===== src/hdl/rle_pkg.sv =====
// ----------------------------------------------------------------------------
// rle_pkg
// Shared constants and the command format passed from the front end to the
// back end of the run-length byte encoder.
// ----------------------------------------------------------------------------
`default_nettype none

package rle_pkg;

  localparam int LITERAL_MAX_DEFAULT = 127;
  localparam int OUT_BYTES_DEFAULT   = 8;
  localparam int CMD_QUEUE_DEPTH     = 4;
  localparam int STEP_CMDS           = 5;

  localparam logic [7:0] RUN_FLAG  = 8'h80;
  localparam logic [7:0] RUN_CAP   = 8'd128;
  localparam logic [7:0] LONE_HDR  = 8'h01;

  typedef enum logic [1:0] {
    CMD_BYTE,
    CMD_LIT,
    CMD_FLUSH
  } cmd_kind_t;

  // For CMD_LIT, data holds the literal byte count and bank the store bank.
  typedef struct packed {
    cmd_kind_t   kind;
    logic [7:0]  data;
    logic        bank;
    logic        fin;
  } cmd_t;

endpackage

`default_nettype wire


===== src/hdl/rle_ram.sv =====
// ----------------------------------------------------------------------------
// rle_ram
// Generic single-write, single-read RAM with a registered read port.
// ----------------------------------------------------------------------------
`default_nettype none

module rle_ram #(
  parameter int WIDTH = 8,
  parameter int DEPTH = 256
) (
  input  wire logic                     clk,
  input  wire logic                     we,
  input  wire logic [$clog2(DEPTH)-1:0] waddr,
  input  wire logic [WIDTH-1:0]         wdata,
  input  wire logic                     re,
  input  wire logic [$clog2(DEPTH)-1:0] raddr,
  output logic      [WIDTH-1:0]         rdata
);

  logic [WIDTH-1:0] mem [DEPTH];

  always_ff @(posedge clk) begin
    if (we) begin
      mem[waddr] <= wdata;
    end
    if (re) begin
      rdata <= mem[raddr];
    end
  end

endmodule

`default_nettype wire


===== src/hdl/rle_front.sv =====
// ----------------------------------------------------------------------------
// rle_front
// Accepts raw bytes, tracks held byte, run and literal state, writes literal
// bytes to the store and issues coding commands one per cycle while cmd_ready is high.
// ----------------------------------------------------------------------------
`default_nettype none

module rle_front #(
  parameter int LITERAL_MAX = 127
) (
  input  wire logic                               clk,
  input  wire logic                               rst,
  input  wire logic                               in_valid,
  output logic                                    in_ready,
  input  wire logic [7:0]                         in_byte,
  input  wire logic                               in_last,
  output logic                                    cmd_valid,
  input  wire logic                               cmd_ready,
  output rle_pkg::cmd_t                           cmd,
  input  wire logic                               lit_done,
  output logic                                    lit_busy,
  output logic                                    wr_en,
  output logic [$clog2(LITERAL_MAX):0]            wr_addr,
  output logic [7:0]                              wr_data
);

  import rle_pkg::*;

  localparam int CNT_W = $clog2(LITERAL_MAX + 1);
  localparam int IDX_W = $clog2(LITERAL_MAX);

  typedef enum logic [1:0] {
    MODE_EMPTY,
    MODE_HELD,
    MODE_RUN,
    MODE_LIT
  } mode_t;

  mode_t            mode, mode_next;
  logic [7:0]       held, held_next;
  logic [7:0]       run_len, run_next;
  logic [CNT_W-1:0] lit_cnt, lit_next;
  logic             bank, bank_next;
  logic [1:0]       lit_out;
  logic [2:0]       pend_cnt;
  cmd_t             pend [STEP_CMDS];
  cmd_t             lst [STEP_CMDS];
  logic [2:0]       n;
  logic             accept;
  logic             lit_push;

  function automatic cmd_t mk(cmd_kind_t k, logic [7:0] d, logic b, logic f);
    cmd_t c;
    c.kind = k;
    c.data = d;
    c.bank = b;
    c.fin  = f;
    return c;
  endfunction

  assign in_ready  = (pend_cnt == 3'd0) && (lit_out == 2'd0);
  assign accept    = in_valid && in_ready;
  assign cmd_valid = (pend_cnt != 3'd0);
  assign cmd       = pend[0];
  assign lit_push  = cmd_valid && cmd_ready && (pend[0].kind == CMD_LIT);
  assign lit_busy  = (lit_out != 2'd0);

  always_comb begin
    n         = 3'd0;
    for (int i = 0; i < STEP_CMDS; i++) begin
      lst[i] = mk(CMD_BYTE, 8'd0, 1'b0, 1'b0);
    end
    mode_next = mode;
    held_next = held;
    run_next  = run_len;
    lit_next  = lit_cnt;
    bank_next = bank;
    wr_en     = 1'b0;
    wr_addr   = '0;
    wr_data   = held;
    if (accept) begin
      case (mode)
        MODE_EMPTY: begin
          held_next = in_byte;
          mode_next = MODE_HELD;
        end
        MODE_HELD: begin
          if (in_byte == held) begin
            run_next  = 8'd2;
            mode_next = MODE_RUN;
          end else begin
            wr_en     = 1'b1;
            wr_addr   = {bank, {IDX_W{1'b0}}};
            lit_next  = CNT_W'(1);
            held_next = in_byte;
            mode_next = MODE_LIT;
          end
        end
        MODE_RUN: begin
          if (in_byte == held && run_len < RUN_CAP) begin
            run_next = run_len + 8'd1;
          end else begin
            lst[n] = mk(CMD_BYTE, RUN_FLAG | {1'b0, 7'(run_len - 8'd1)}, 1'b0, in_last);
            n = n + 3'd1;
            lst[n] = mk(CMD_BYTE, held, 1'b0, in_last);
            n = n + 3'd1;
            held_next = in_byte;
            run_next  = 8'd0;
            mode_next = MODE_HELD;
          end
        end
        default: begin
          if (in_byte == held) begin
            lst[n] = mk(CMD_LIT, 8'(lit_cnt), bank, in_last);
            n = n + 3'd1;
            bank_next = ~bank;
            lit_next  = '0;
            run_next  = 8'd2;
            mode_next = MODE_RUN;
          end else if (lit_cnt == CNT_W'(LITERAL_MAX)) begin
            lst[n] = mk(CMD_LIT, 8'(lit_cnt), bank, in_last);
            n = n + 3'd1;
            bank_next = ~bank;
            wr_en     = 1'b1;
            wr_addr   = {~bank, {IDX_W{1'b0}}};
            lit_next  = CNT_W'(1);
            held_next = in_byte;
          end else begin
            wr_en     = 1'b1;
            wr_addr   = {bank, lit_cnt[IDX_W-1:0]};
            lit_next  = lit_cnt + CNT_W'(1);
            held_next = in_byte;
          end
        end
      endcase
      if (in_last) begin
        if (mode_next == MODE_RUN) begin
          lst[n] = mk(CMD_BYTE, RUN_FLAG | {1'b0, 7'(run_next - 8'd1)}, 1'b0, 1'b1);
          n = n + 3'd1;
          lst[n] = mk(CMD_BYTE, held_next, 1'b0, 1'b1);
          n = n + 3'd1;
        end else begin
          if (mode_next == MODE_LIT) begin
            lst[n] = mk(CMD_LIT, 8'(lit_next), bank_next, 1'b1);
            n = n + 3'd1;
            bank_next = ~bank_next;
          end
          lst[n] = mk(CMD_BYTE, LONE_HDR, 1'b0, 1'b1);
          n = n + 3'd1;
          lst[n] = mk(CMD_BYTE, held_next, 1'b0, 1'b1);
          n = n + 3'd1;
        end
        lst[n] = mk(CMD_FLUSH, 8'd0, 1'b0, 1'b1);
        n = n + 3'd1;
        mode_next = MODE_EMPTY;
        held_next = 8'd0;
        run_next  = 8'd0;
        lit_next  = '0;
      end
    end
  end

  always_ff @(posedge clk) begin
    if (rst) begin
      mode     <= MODE_EMPTY;
      held     <= 8'd0;
      run_len  <= 8'd0;
      lit_cnt  <= '0;
      bank     <= 1'b0;
      lit_out  <= 2'd0;
      pend_cnt <= 3'd0;
      for (int i = 0; i < STEP_CMDS; i++) begin
        pend[i] <= mk(CMD_BYTE, 8'd0, 1'b0, 1'b0);
      end
    end else begin
      mode    <= mode_next;
      held    <= held_next;
      run_len <= run_next;
      lit_cnt <= lit_next;
      bank    <= bank_next;
      lit_out <= lit_out + {1'b0, lit_push} - {1'b0, lit_done};
      if (accept) begin
        pend     <= lst;
        pend_cnt <= n;
      end else if (cmd_valid && cmd_ready) begin
        for (int i = 0; i < STEP_CMDS - 1; i++) begin
          pend[i] <= pend[i + 1];
        end
        pend_cnt <= pend_cnt - 3'd1;
      end
    end
  end

endmodule

`default_nettype wire


===== src/hdl/rle_cmd_fifo.sv =====
// ----------------------------------------------------------------------------
// rle_cmd_fifo
// Short command queue between the front end and the back end.
// ----------------------------------------------------------------------------
`default_nettype none

module rle_cmd_fifo #(
  parameter int DEPTH = 4
) (
  input  wire logic          clk,
  input  wire logic          rst,
  input  wire logic          push,
  output logic               push_ready,
  input  wire rle_pkg::cmd_t din,
  output logic               pop_valid,
  input  wire logic          pop,
  output rle_pkg::cmd_t      dout
);

  import rle_pkg::*;

  localparam int PTR_W = (DEPTH > 1) ? $clog2(DEPTH) : 1;
  localparam int CNT_W = $clog2(DEPTH + 1);

  cmd_t             slots [DEPTH];
  logic [PTR_W-1:0] wr_ptr, rd_ptr;
  logic [CNT_W-1:0] count;
  logic             do_push, do_pop;

  assign push_ready = (count != CNT_W'(DEPTH));
  assign pop_valid  = (count != '0);
  assign dout       = slots[rd_ptr];
  assign do_push    = push && push_ready;
  assign do_pop     = pop && pop_valid;

  always_ff @(posedge clk) begin
    if (rst) begin
      wr_ptr <= '0;
      rd_ptr <= '0;
      count  <= '0;
    end else begin
      if (do_push) begin
        slots[wr_ptr] <= din;
        wr_ptr <= (wr_ptr == PTR_W'(DEPTH - 1)) ? '0 : wr_ptr + PTR_W'(1);
      end
      if (do_pop) begin
        rd_ptr <= (rd_ptr == PTR_W'(DEPTH - 1)) ? '0 : rd_ptr + PTR_W'(1);
      end
      count <= count + CNT_W'(do_push) - CNT_W'(do_pop);
    end
  end

endmodule

`default_nettype wire


===== src/hdl/rle_back.sv =====
// ----------------------------------------------------------------------------
// rle_back
// Carries out coding commands: reads literal bytes from the store, packs
// coded bytes into output words and drives the output register.
// ----------------------------------------------------------------------------
`default_nettype none

module rle_back #(
  parameter int LITERAL_MAX = 127,
  parameter int OUT_BYTES   = 8
) (
  input  wire logic                          clk,
  input  wire logic                          rst,
  input  wire logic                          cmd_valid,
  output logic                               cmd_ready,
  input  wire rle_pkg::cmd_t                 cmd,
  output logic                               rd_en,
  output logic [$clog2(LITERAL_MAX):0]       rd_addr,
  input  wire logic [7:0]                    rd_data,
  output logic                               lit_done,
  output logic                               out_valid,
  input  wire logic                          out_ready,
  output logic [63:0]                        out_bytes,
  output logic [3:0]                         out_count,
  output logic                               out_last
);

  import rle_pkg::*;

  localparam int CNT_W  = $clog2(LITERAL_MAX + 1);
  localparam int IDX_W  = $clog2(LITERAL_MAX);
  localparam int FILL_W = $clog2(OUT_BYTES + 1);

  typedef enum logic [1:0] {
    ST_IDLE,
    ST_LRD,
    ST_LWR
  } state_t;

  state_t            state, state_next;
  logic [63:0]       word, word_next;
  logic [FILL_W-1:0] fill, fill_next;
  logic              fin, fin_next;
  logic              bank, bank_next;
  logic [IDX_W-1:0]  idx, idx_next;
  logic [CNT_W-1:0]  rem, rem_next;
  logic              full, can_push;
  logic              push_en, push_last;
  logic [7:0]        pb;
  logic [63:0]       base_word, put_word;
  logic [FILL_W-1:0] base_fill, put_fill;

  assign full     = (fill == FILL_W'(OUT_BYTES));
  assign can_push = !out_valid || out_ready;
  assign pb       = (state == ST_LWR) ? rd_data : cmd.data;
  assign rd_addr  = {bank, idx};

  always_comb begin
    base_word = full ? 64'd0 : word;
    base_fill = full ? '0 : fill;
    put_word  = base_word;
    for (int i = 0; i < 8; i++) begin
      if (i < OUT_BYTES && base_fill == FILL_W'(i)) begin
        put_word[63 - 8 * i -: 8] = pb;
      end
    end
    put_fill = base_fill + FILL_W'(1);
  end

  always_comb begin
    state_next = state;
    word_next  = word;
    fill_next  = fill;
    fin_next   = fin;
    bank_next  = bank;
    idx_next   = idx;
    rem_next   = rem;
    push_en    = 1'b0;
    push_last  = 1'b0;
    cmd_ready  = 1'b0;
    rd_en      = 1'b0;
    lit_done   = 1'b0;
    case (state)
      ST_IDLE: begin
        if (full && !fin) begin
          if (can_push) begin
            push_en   = 1'b1;
            word_next = 64'd0;
            fill_next = '0;
          end
        end else if (cmd_valid && (can_push || (!full && cmd.kind != CMD_FLUSH))) begin
          cmd_ready = 1'b1;
          case (cmd.kind)
            CMD_FLUSH: begin
              push_en   = 1'b1;
              push_last = 1'b1;
              word_next = 64'd0;
              fill_next = '0;
              fin_next  = 1'b0;
            end
            CMD_LIT: begin
              push_en    = full;
              word_next  = put_word;
              fill_next  = put_fill;
              fin_next   = cmd.fin;
              bank_next  = cmd.bank;
              idx_next   = '0;
              rem_next   = cmd.data[CNT_W-1:0];
              state_next = ST_LRD;
            end
            default: begin
              push_en   = full;
              word_next = put_word;
              fill_next = put_fill;
              fin_next  = cmd.fin;
            end
          endcase
        end
      end
      ST_LRD: begin
        rd_en      = 1'b1;
        state_next = ST_LWR;
      end
      ST_LWR: begin
        if (!full || can_push) begin
          push_en   = full;
          word_next = put_word;
          fill_next = put_fill;
          idx_next  = idx + IDX_W'(1);
          rem_next  = rem - CNT_W'(1);
          if (rem == CNT_W'(1)) begin
            lit_done   = 1'b1;
            state_next = ST_IDLE;
          end else begin
            state_next = ST_LRD;
          end
        end
      end
      default: begin
        state_next = ST_IDLE;
      end
    endcase
  end

  always_ff @(posedge clk) begin
    if (rst) begin
      state     <= ST_IDLE;
      word      <= 64'd0;
      fill      <= '0;
      fin       <= 1'b0;
      bank      <= 1'b0;
      idx       <= '0;
      rem       <= '0;
      out_valid <= 1'b0;
      out_bytes <= 64'd0;
      out_count <= 4'd0;
      out_last  <= 1'b0;
    end else begin
      state <= state_next;
      word  <= word_next;
      fill  <= fill_next;
      fin   <= fin_next;
      bank  <= bank_next;
      idx   <= idx_next;
      rem   <= rem_next;
      if (push_en) begin
        out_valid <= 1'b1;
        out_bytes <= word;
        out_count <= 4'(fill);
        out_last  <= push_last;
      end else if (out_ready) begin
        out_valid <= 1'b0;
      end
    end
  end

endmodule

`default_nettype wire


===== src/hdl/run_length_byte_encoder.sv =====
// Throughput: 1 item/cycle while no chunk is coded and no literal is outstanding; an item
// that codes chunks stalls the input until all its commands are queued, and after a literal
// command, acceptance waits until the back end has read all its bytes from the literal store.
// Reset: synchronous rst clears coder, queue and packer; literal store is not cleared.
// ----------------------------------------------------------------------------
// run_length_byte_encoder
// Byte run-length encoder: front end classifies bytes into run and literal
// chunks, a command queue decouples it from the back end that packs coded
// bytes into output words.
// ----------------------------------------------------------------------------
`default_nettype none

module run_length_byte_encoder #(
  parameter int LITERAL_MAX = rle_pkg::LITERAL_MAX_DEFAULT,
  parameter int OUT_BYTES   = rle_pkg::OUT_BYTES_DEFAULT
) (
  input  wire logic        clk,
  input  wire logic        rst,
  input  wire logic        s_tvalid,
  output logic             s_tready,
  input  wire logic [7:0]  s_tdata,   // in_byte [7:0]
  input  wire logic        s_tlast,   // in_last
  output logic             m_tvalid,
  input  wire logic        m_tready,
  output logic [71:0]      m_tdata,   // out_bytes [63:0], out_count [67:64], zero [71:68]
  output logic             m_tlast    // out_last
);

  import rle_pkg::*;

  localparam int IDX_W     = $clog2(LITERAL_MAX);
  localparam int RAM_DEPTH = 2 ** (IDX_W + 1);

  cmd_t             front_cmd, back_cmd;
  logic             front_cmd_valid, front_cmd_ready;
  logic             back_cmd_valid, back_cmd_ready;
  logic             lit_done, lit_busy;
  logic             wr_en, rd_en;
  logic [IDX_W:0]   wr_addr, rd_addr;
  logic [7:0]       wr_data, rd_data;
  logic [63:0]      out_bytes;
  logic [3:0]       out_count;

  rle_front #(
    .LITERAL_MAX (LITERAL_MAX)
  ) u_front (
    .clk       (clk),
    .rst       (rst),
    .in_valid  (s_tvalid),
    .in_ready  (s_tready),
    .in_byte   (s_tdata),
    .in_last   (s_tlast),
    .cmd_valid (front_cmd_valid),
    .cmd_ready (front_cmd_ready),
    .cmd       (front_cmd),
    .lit_done  (lit_done),
    .lit_busy  (lit_busy),
    .wr_en     (wr_en),
    .wr_addr   (wr_addr),
    .wr_data   (wr_data)
  );

  rle_cmd_fifo #(
    .DEPTH (CMD_QUEUE_DEPTH)
  ) u_fifo (
    .clk        (clk),
    .rst        (rst),
    .push       (front_cmd_valid),
    .push_ready (front_cmd_ready),
    .din        (front_cmd),
    .pop_valid  (back_cmd_valid),
    .pop        (back_cmd_ready),
    .dout       (back_cmd)
  );

  rle_ram #(
    .WIDTH (8),
    .DEPTH (RAM_DEPTH)
  ) u_store (
    .clk   (clk),
    .we    (wr_en),
    .waddr (wr_addr),
    .wdata (wr_data),
    .re    (rd_en),
    .raddr (rd_addr),
    .rdata (rd_data)
  );

  rle_back #(
    .LITERAL_MAX (LITERAL_MAX),
    .OUT_BYTES   (OUT_BYTES)
  ) u_back (
    .clk       (clk),
    .rst       (rst),
    .cmd_valid (back_cmd_valid),
    .cmd_ready (back_cmd_ready),
    .cmd       (back_cmd),
    .rd_en     (rd_en),
    .rd_addr   (rd_addr),
    .rd_data   (rd_data),
    .lit_done  (lit_done),
    .out_valid (m_tvalid),
    .out_ready (m_tready),
    .out_bytes (out_bytes),
    .out_count (out_count),
    .out_last  (m_tlast)
  );

  assign m_tdata = {4'd0, out_count, out_bytes};

`ifndef SYNTHESIS
  a_count_range: assert property (@(posedge clk) disable iff (rst)
    m_tvalid |-> (out_count != 4'd0 && out_count <= 4'(OUT_BYTES)))
    else $error("output word lane count out of range");

  a_lit_done_owned: assert property (@(posedge clk) disable iff (rst)
    lit_done |-> lit_busy)
    else $error("literal drain finished with no literal outstanding");

  a_no_write_during_read: assert property (@(posedge clk) disable iff (rst)
    (s_tvalid && s_tready) |-> !lit_busy)
    else $error("item accepted while literal store is being read");
`endif

endmodule

`default_nettype wire


===== config.mk =====
export PLATFORM = sky130hd
export DESIGN_NAME = run_length_byte_encoder
export DESIGN_NICKNAME = d
export VERILOG_FILES = /design/src/hdl/rle_pkg.sv /design/src/hdl/rle_ram.sv /design/src/hdl/rle_front.sv /design/src/hdl/rle_cmd_fifo.sv /design/src/hdl/rle_back.sv /design/src/hdl/run_length_byte_encoder.sv
export SDC_FILE = /design/constraint.sdc
export NUM_CORES = 2
export LEC_CHECK = 0
export CORE_MARGIN = 2
export CORE_UTILIZATION = 50
export DETAILED_ROUTE_END_ITERATION = 12
export DONT_BUFFER_PORTS = 1
export GPL_ROUTABILITY_DRIVEN = 0
export PLACE_DENSITY_LB_ADDON = 0.1
export SLEW_MARGIN = 20
export SYNTH_ARGS = -nofsm -noshare
export SYNTH_HDL_FRONTEND = slang
export SYNTH_SLANG_ARGS = --single-unit

===== constraint.sdc =====
create_clock -name clk -period 10.93 [get_ports clk]
set_input_delay 1.6395 -clock clk [delete_from_list [all_inputs] [get_ports clk]]
set_output_delay 1.6395 -clock clk [all_outputs]
set_load 0.03 [all_outputs]

==> impl_results.md <==
* Drt total wl at 237000 um
* Minimum setup slack among reg-to-reg paths at 5.23 ns
* Cell Area, Synth at 93800 um2
* Buffers and inverters on the worst path at 1
* Pwr/cell area at 199 nW/um2
* Mean cell area of the mapped netlist at 18.5 um2
* First-pass GRT wire length at 346000 um
* Worst hold margin at 0.456 ns
* Timing-limited maximum frequency at 176 MHz
* Post-CTS resize count at 0
* Share of async-settable or async-resettable flops after synthesis at 0%
* Clock share of power at 38.4%
* Number of failing setup endpoints in the final timing report at 0
* DP Area at 96400 um2
* Worst min path class: reg2reg
* Top library cells by usage in the layout, fill and taps aside: 2104 x sky130_fd_sc_hd__edfxtp_1, 633 x sky130_fd_sc_hd__mux4_2, 414 x sky130_fd_sc_hd__nor2_1
* Root Buffer: sky130_fd_sc_hd__clkbuf_16
* Start point of the worst hold path: u_back.word[56]
* Detailed placement HPWL at 141000 um
* Leakage Power at 31.7 nW
* Ordered list of cells on the worst path: xnor2_2 > and4_4 > nand2_1 > a21oi_1 > ha_1 > clkinv_1 > a311oi_1 > a211oi_2 > ha_1 > xor2_1 > a31oi_2 > nand2_1 > o32ai_1
* ANT cells at 0
* Most common cell after layout, fill and taps aside: sky130_fd_sc_hd__edfxtp_1
* Setup repair after global routing missed its margin: false
* Number of vias per cell at 6.22
* Path length in cells of the critical path at 13
* Die boundary width at 437 um
* Number of hold-repair buffers added at the cts stage at 0
* DRT iter0 DRCs at 5237
* Number of enable flip-flop cells after synthesis at 2104
* Placeable core region at 186000 um2
* Startpoint of the worst register-to-register path: u_front.wr_data[5]
* Headroom to the max-slew limit at 14.6%
* Most used flip-flop cell after synthesis: sky130_fd_sc_hd__edfxtp_1
* Slowest cell on crit path: sky130_fd_sc_hd__dfxtp_4
* Worst endpoint required time at 11.70 ns
* Share of layout cells above drive strength 1 at 21.7%
* Largest net degree at the start of global routing at 206
* Final #Nets at 5122
* Crit. End Element: flip-flop
* Endpoint of the worst hold path: u_back.out_bytes[56]
* Worst-path fanout max at 67
* Worst hold stages at 2
* Number of pins exceeding their max-slew limit in the final report at 0
* Kind of critical path: reg2reg
* Number of rows in the core area at 158
* Gate count after technology mapping at 5080
* Clk pin slew, worst setup/hold paths at 0.06 ns
* Register share of total power at 50.2%
* First-pass detailed-route iteration total at 5
* Run status: complete, no violations
* Number of buffers added on ports at 0
* Setup slack at placement at 4.78 ns
* Biggest cell delay along the critical path at 0.90 ns
* Core occupancy in the finished layout at 55.9%
* Max VDD drop at 283 uV
* Internal power of the cells at 15.5 mW
* Number of cells traversed by the worst register-to-register path at 13
* Accumulated negative setup slack at 0 ns
* Remaining antenna violation count after routing at 0
* Number of distinct library cells after synthesis at 93
* Switching part of the total power at 25.3%
* Proportion of synthesized chip area in sequential cells at 72.8%
* Final setup skew at 0.0396 ns
* Switching Power at 5.25 mW
* Wire length per cell after detailed routing at 30.6 um
* Max H-tree Level at 4
* Total clock sinks at 2358
* Non-Filler Cell Area, Final at 104000 um2
* Starting density of the core at 50.4%
* Total global routing overflow at 0
* Area enclosed by the die boundary at 191000 um2
* Comb pwr share at 11.4%
* Post-route DRC at 0
* Number of top-level pins at 88
* CTS tree: done
* Buffer levels on the longest clock path at 3
* Max-cap violation count at 0
* Worst-Margin Slew at 1.28 ns
* Flops & latches, synth at 2358
* Clk Latency, worst-skew pair at 0.88 ns
* Type of origin of the critical path: flip-flop
* Data arrival at the endpoint of the critical path at 6.47 ns
* Antenna violations before repair at 2
* Total routing resource utilization after global routing at 24.8%
* Vias in the first global route at 48000
* Count of warnings emitted by yosys at 0
* Die boundary height at 437 um
* Postcts setup bufs at 0
* Family with the most delay on the worst path: compound AO/OA/AOI/OAI gates
* Number of hold-slack violations in the final timing report at 0
* Total number of vias at 48300
* Final Worst Setup Slack at 5.23 ns
* Clock buffer count from CTS at 235
* Ratio of final minimum period to clock period at 52.1%
* Endpoint of the worst register-to-register path: u_front.pend[40]
* Time the final worst path needs with I/O delays and setup at 5.70 ns
* Area growth from synthesis to layout at 10.8%
## worst max-delay path by stage
stage,start,endpoint
6_report,u_front.wr_data[5],u_front.pend[40]
4_1_cts,u_front.lit_cnt[0],u_store.mem[211][2]
3_5_place_dp,s_tdata[1],u_front.cmd[10]
5_1_grt,u_front.wr_data[5],u_front.cmd[10]
2_1_floorplan,u_front.wr_data[4],u_front.cmd[10]
3_3_place_gp,s_tdata[2],u_front.pend[46]
## power by group through the flow
stage	Combinational [mW]	Clock, mW	Sequential [mW]
2_1_floorplan	1.57	0	10.6
3_3_place_gp	2.35	0	10.6
3_5_place_dp	2.37	0	10.6
4_1_cts	2.38	8.09	10.4
5_1_grt	2.59	8.43	10.4
6_report	2.37	7.95	10.4
## layer usage
layer | part of all wire [%] | vias to the layer above | global-route usage [%] | wire length, um
met2 | 48 | 1859 | 39.0 | 113000
met4 | 2.4 | 0 | 6.41 | 5600
met5 | 0 | - | 0 | 0
met3 | 7.0 | 337 | 4.52 | 16500
met1 | 43 | 25600 | 36.2 | 102000
li1 | - | 20500 | - | -
## registers in the layout, summed over array words and instances, names as in the netlist, 3 cells and up, named ones only
| register | flops |
|---|---|
| u_back.fill | 4 |
| u_back.idx | 7 |
| u_back.out_bytes | 64 |
| u_back.out_count | 4 |
| u_back.rem | 7 |
| u_back.word | 64 |
| u_fifo.count | 3 |
| u_fifo.slots | 48 |
| u_front.cmd | 12 |
| u_front.lit_cnt | 7 |
| u_front.pend | 46 |
| u_front.pend_cnt | 3 |
| u_front.run_len | 8 |
| u_front.wr_data | 8 |
| u_store.mem | 2048 |
| u_store.rdata | 8 |
## tightest hold or removal path: cells and delay by family (launching register included)
kind / cells / cell delay [ns]
DFF: 1 / 0.31
and+or+nand+nor: 1 / 0.05
AOI/OAI and AO/OA: 1 / 0.05
## cell usage after synthesis (9+ instances only)
master | instances | area, um2
sky130_fd_sc_hd__clkbuf_1 | 199 | 747
sky130_fd_sc_hd__mux4_2 | 633 | 14300
sky130_fd_sc_hd__a311oi_1 | 9 | 78.8
sky130_fd_sc_hd__a22oi_1 | 52 | 390
sky130_fd_sc_hd__o211ai_1 | 13 | 97.6
sky130_fd_sc_hd__nand4_1 | 9 | 56.3
sky130_fd_sc_hd__a31oi_1 | 17 | 106
sky130_fd_sc_hd__inv_1 | 36 | 135
sky130_fd_sc_hd__o22ai_1 | 13 | 81.3
sky130_fd_sc_hd__dfxtp_1 | 254 | 5080
sky130_fd_sc_hd__nor2_1 | 415 | 1560
sky130_fd_sc_hd__nor2b_1 | 28 | 175
sky130_fd_sc_hd__and2_1 | 16 | 100
sky130_fd_sc_hd__xor2_1 | 11 | 96.3
sky130_fd_sc_hd__edfxtp_1 | 2104 | 63200
sky130_fd_sc_hd__xnor2_1 | 15 | 131
sky130_fd_sc_hd__nand2_1 | 321 | 1200
sky130_fd_sc_hd__nand2b_1 | 11 | 68.8
sky130_fd_sc_hd__o21ai_1 | 14 | 70.1
sky130_fd_sc_hd__mux2i_1 | 63 | 631
sky130_fd_sc_hd__nand3b_1 | 15 | 113
sky130_fd_sc_hd__and3_1 | 19 | 119
sky130_fd_sc_hd__o21ai_0 | 89 | 445
sky130_fd_sc_hd__a32oi_1 | 26 | 228
sky130_fd_sc_hd__o32ai_1 | 13 | 114
sky130_fd_sc_hd__buf_6 | 10 | 113
sky130_fd_sc_hd__buf_4 | 24 | 180
sky130_fd_sc_hd__ha_1 | 27 | 338
sky130_fd_sc_hd__buf_1 | 25 | 93.8
sky130_fd_sc_hd__a211oi_1 | 41 | 308
sky130_fd_sc_hd__a21oi_1 | 193 | 966
sky130_fd_sc_hd__o31ai_1 | 11 | 82.6
sky130_fd_sc_hd__buf_2 | 80 | 400
sky130_fd_sc_hd__nand3_1 | 72 | 360
sky130_fd_sc_hd__nor3_1 | 47 | 235
sky130_fd_sc_hd__or3_1 | 10 | 62.6
## stage by stage
stage | cells | power (mW)
floorplan | 5083 | 12.2
global placement | 7324 | 12.9
detailed placement | 7324 | 13.0
CTS | 7756 | 20.9
global route | 7756 | 21.4
finish | 7756 | 20.7
## cell type report
| type | instances | area, um2 |
|---|---|---|
| clock buffer | 287 | 6190 |
| clock inverter | 145 | 1380 |
| fill | 14100 | 82100 |
| inverter | 40 | 150 |
| multi-input combinational | 2347 | 24000 |
| sequential | 2358 | 68300 |
| tap | 2480 | 3100 |
| timing repair buffer | 99 | 831 |
## kinds of logic (layout without fill, tap and decap cells)
| logic type | count (synthesis) | in the layout | share of synthesized area [%] |
|---|---|---|---|
| AOI/OAI and AO/OA | 575 | 575 | 3.99 |
| xor gates and xnor gates | 34 | 34 | 0.381 |
| buffers and inverters | 378 | 571 | 1.80 |
| adders and majority gates | 28 | 28 | 0.381 |
| and+or+nand+nor | 1004 | 1004 | 4.74 |
| DFF | 2358 | 2358 | 72.8 |
| other | 1 | 4 | 0.00400 |
| muxes | 702 | 702 | 15.9 |
Power figures use the tool's default switching activity.
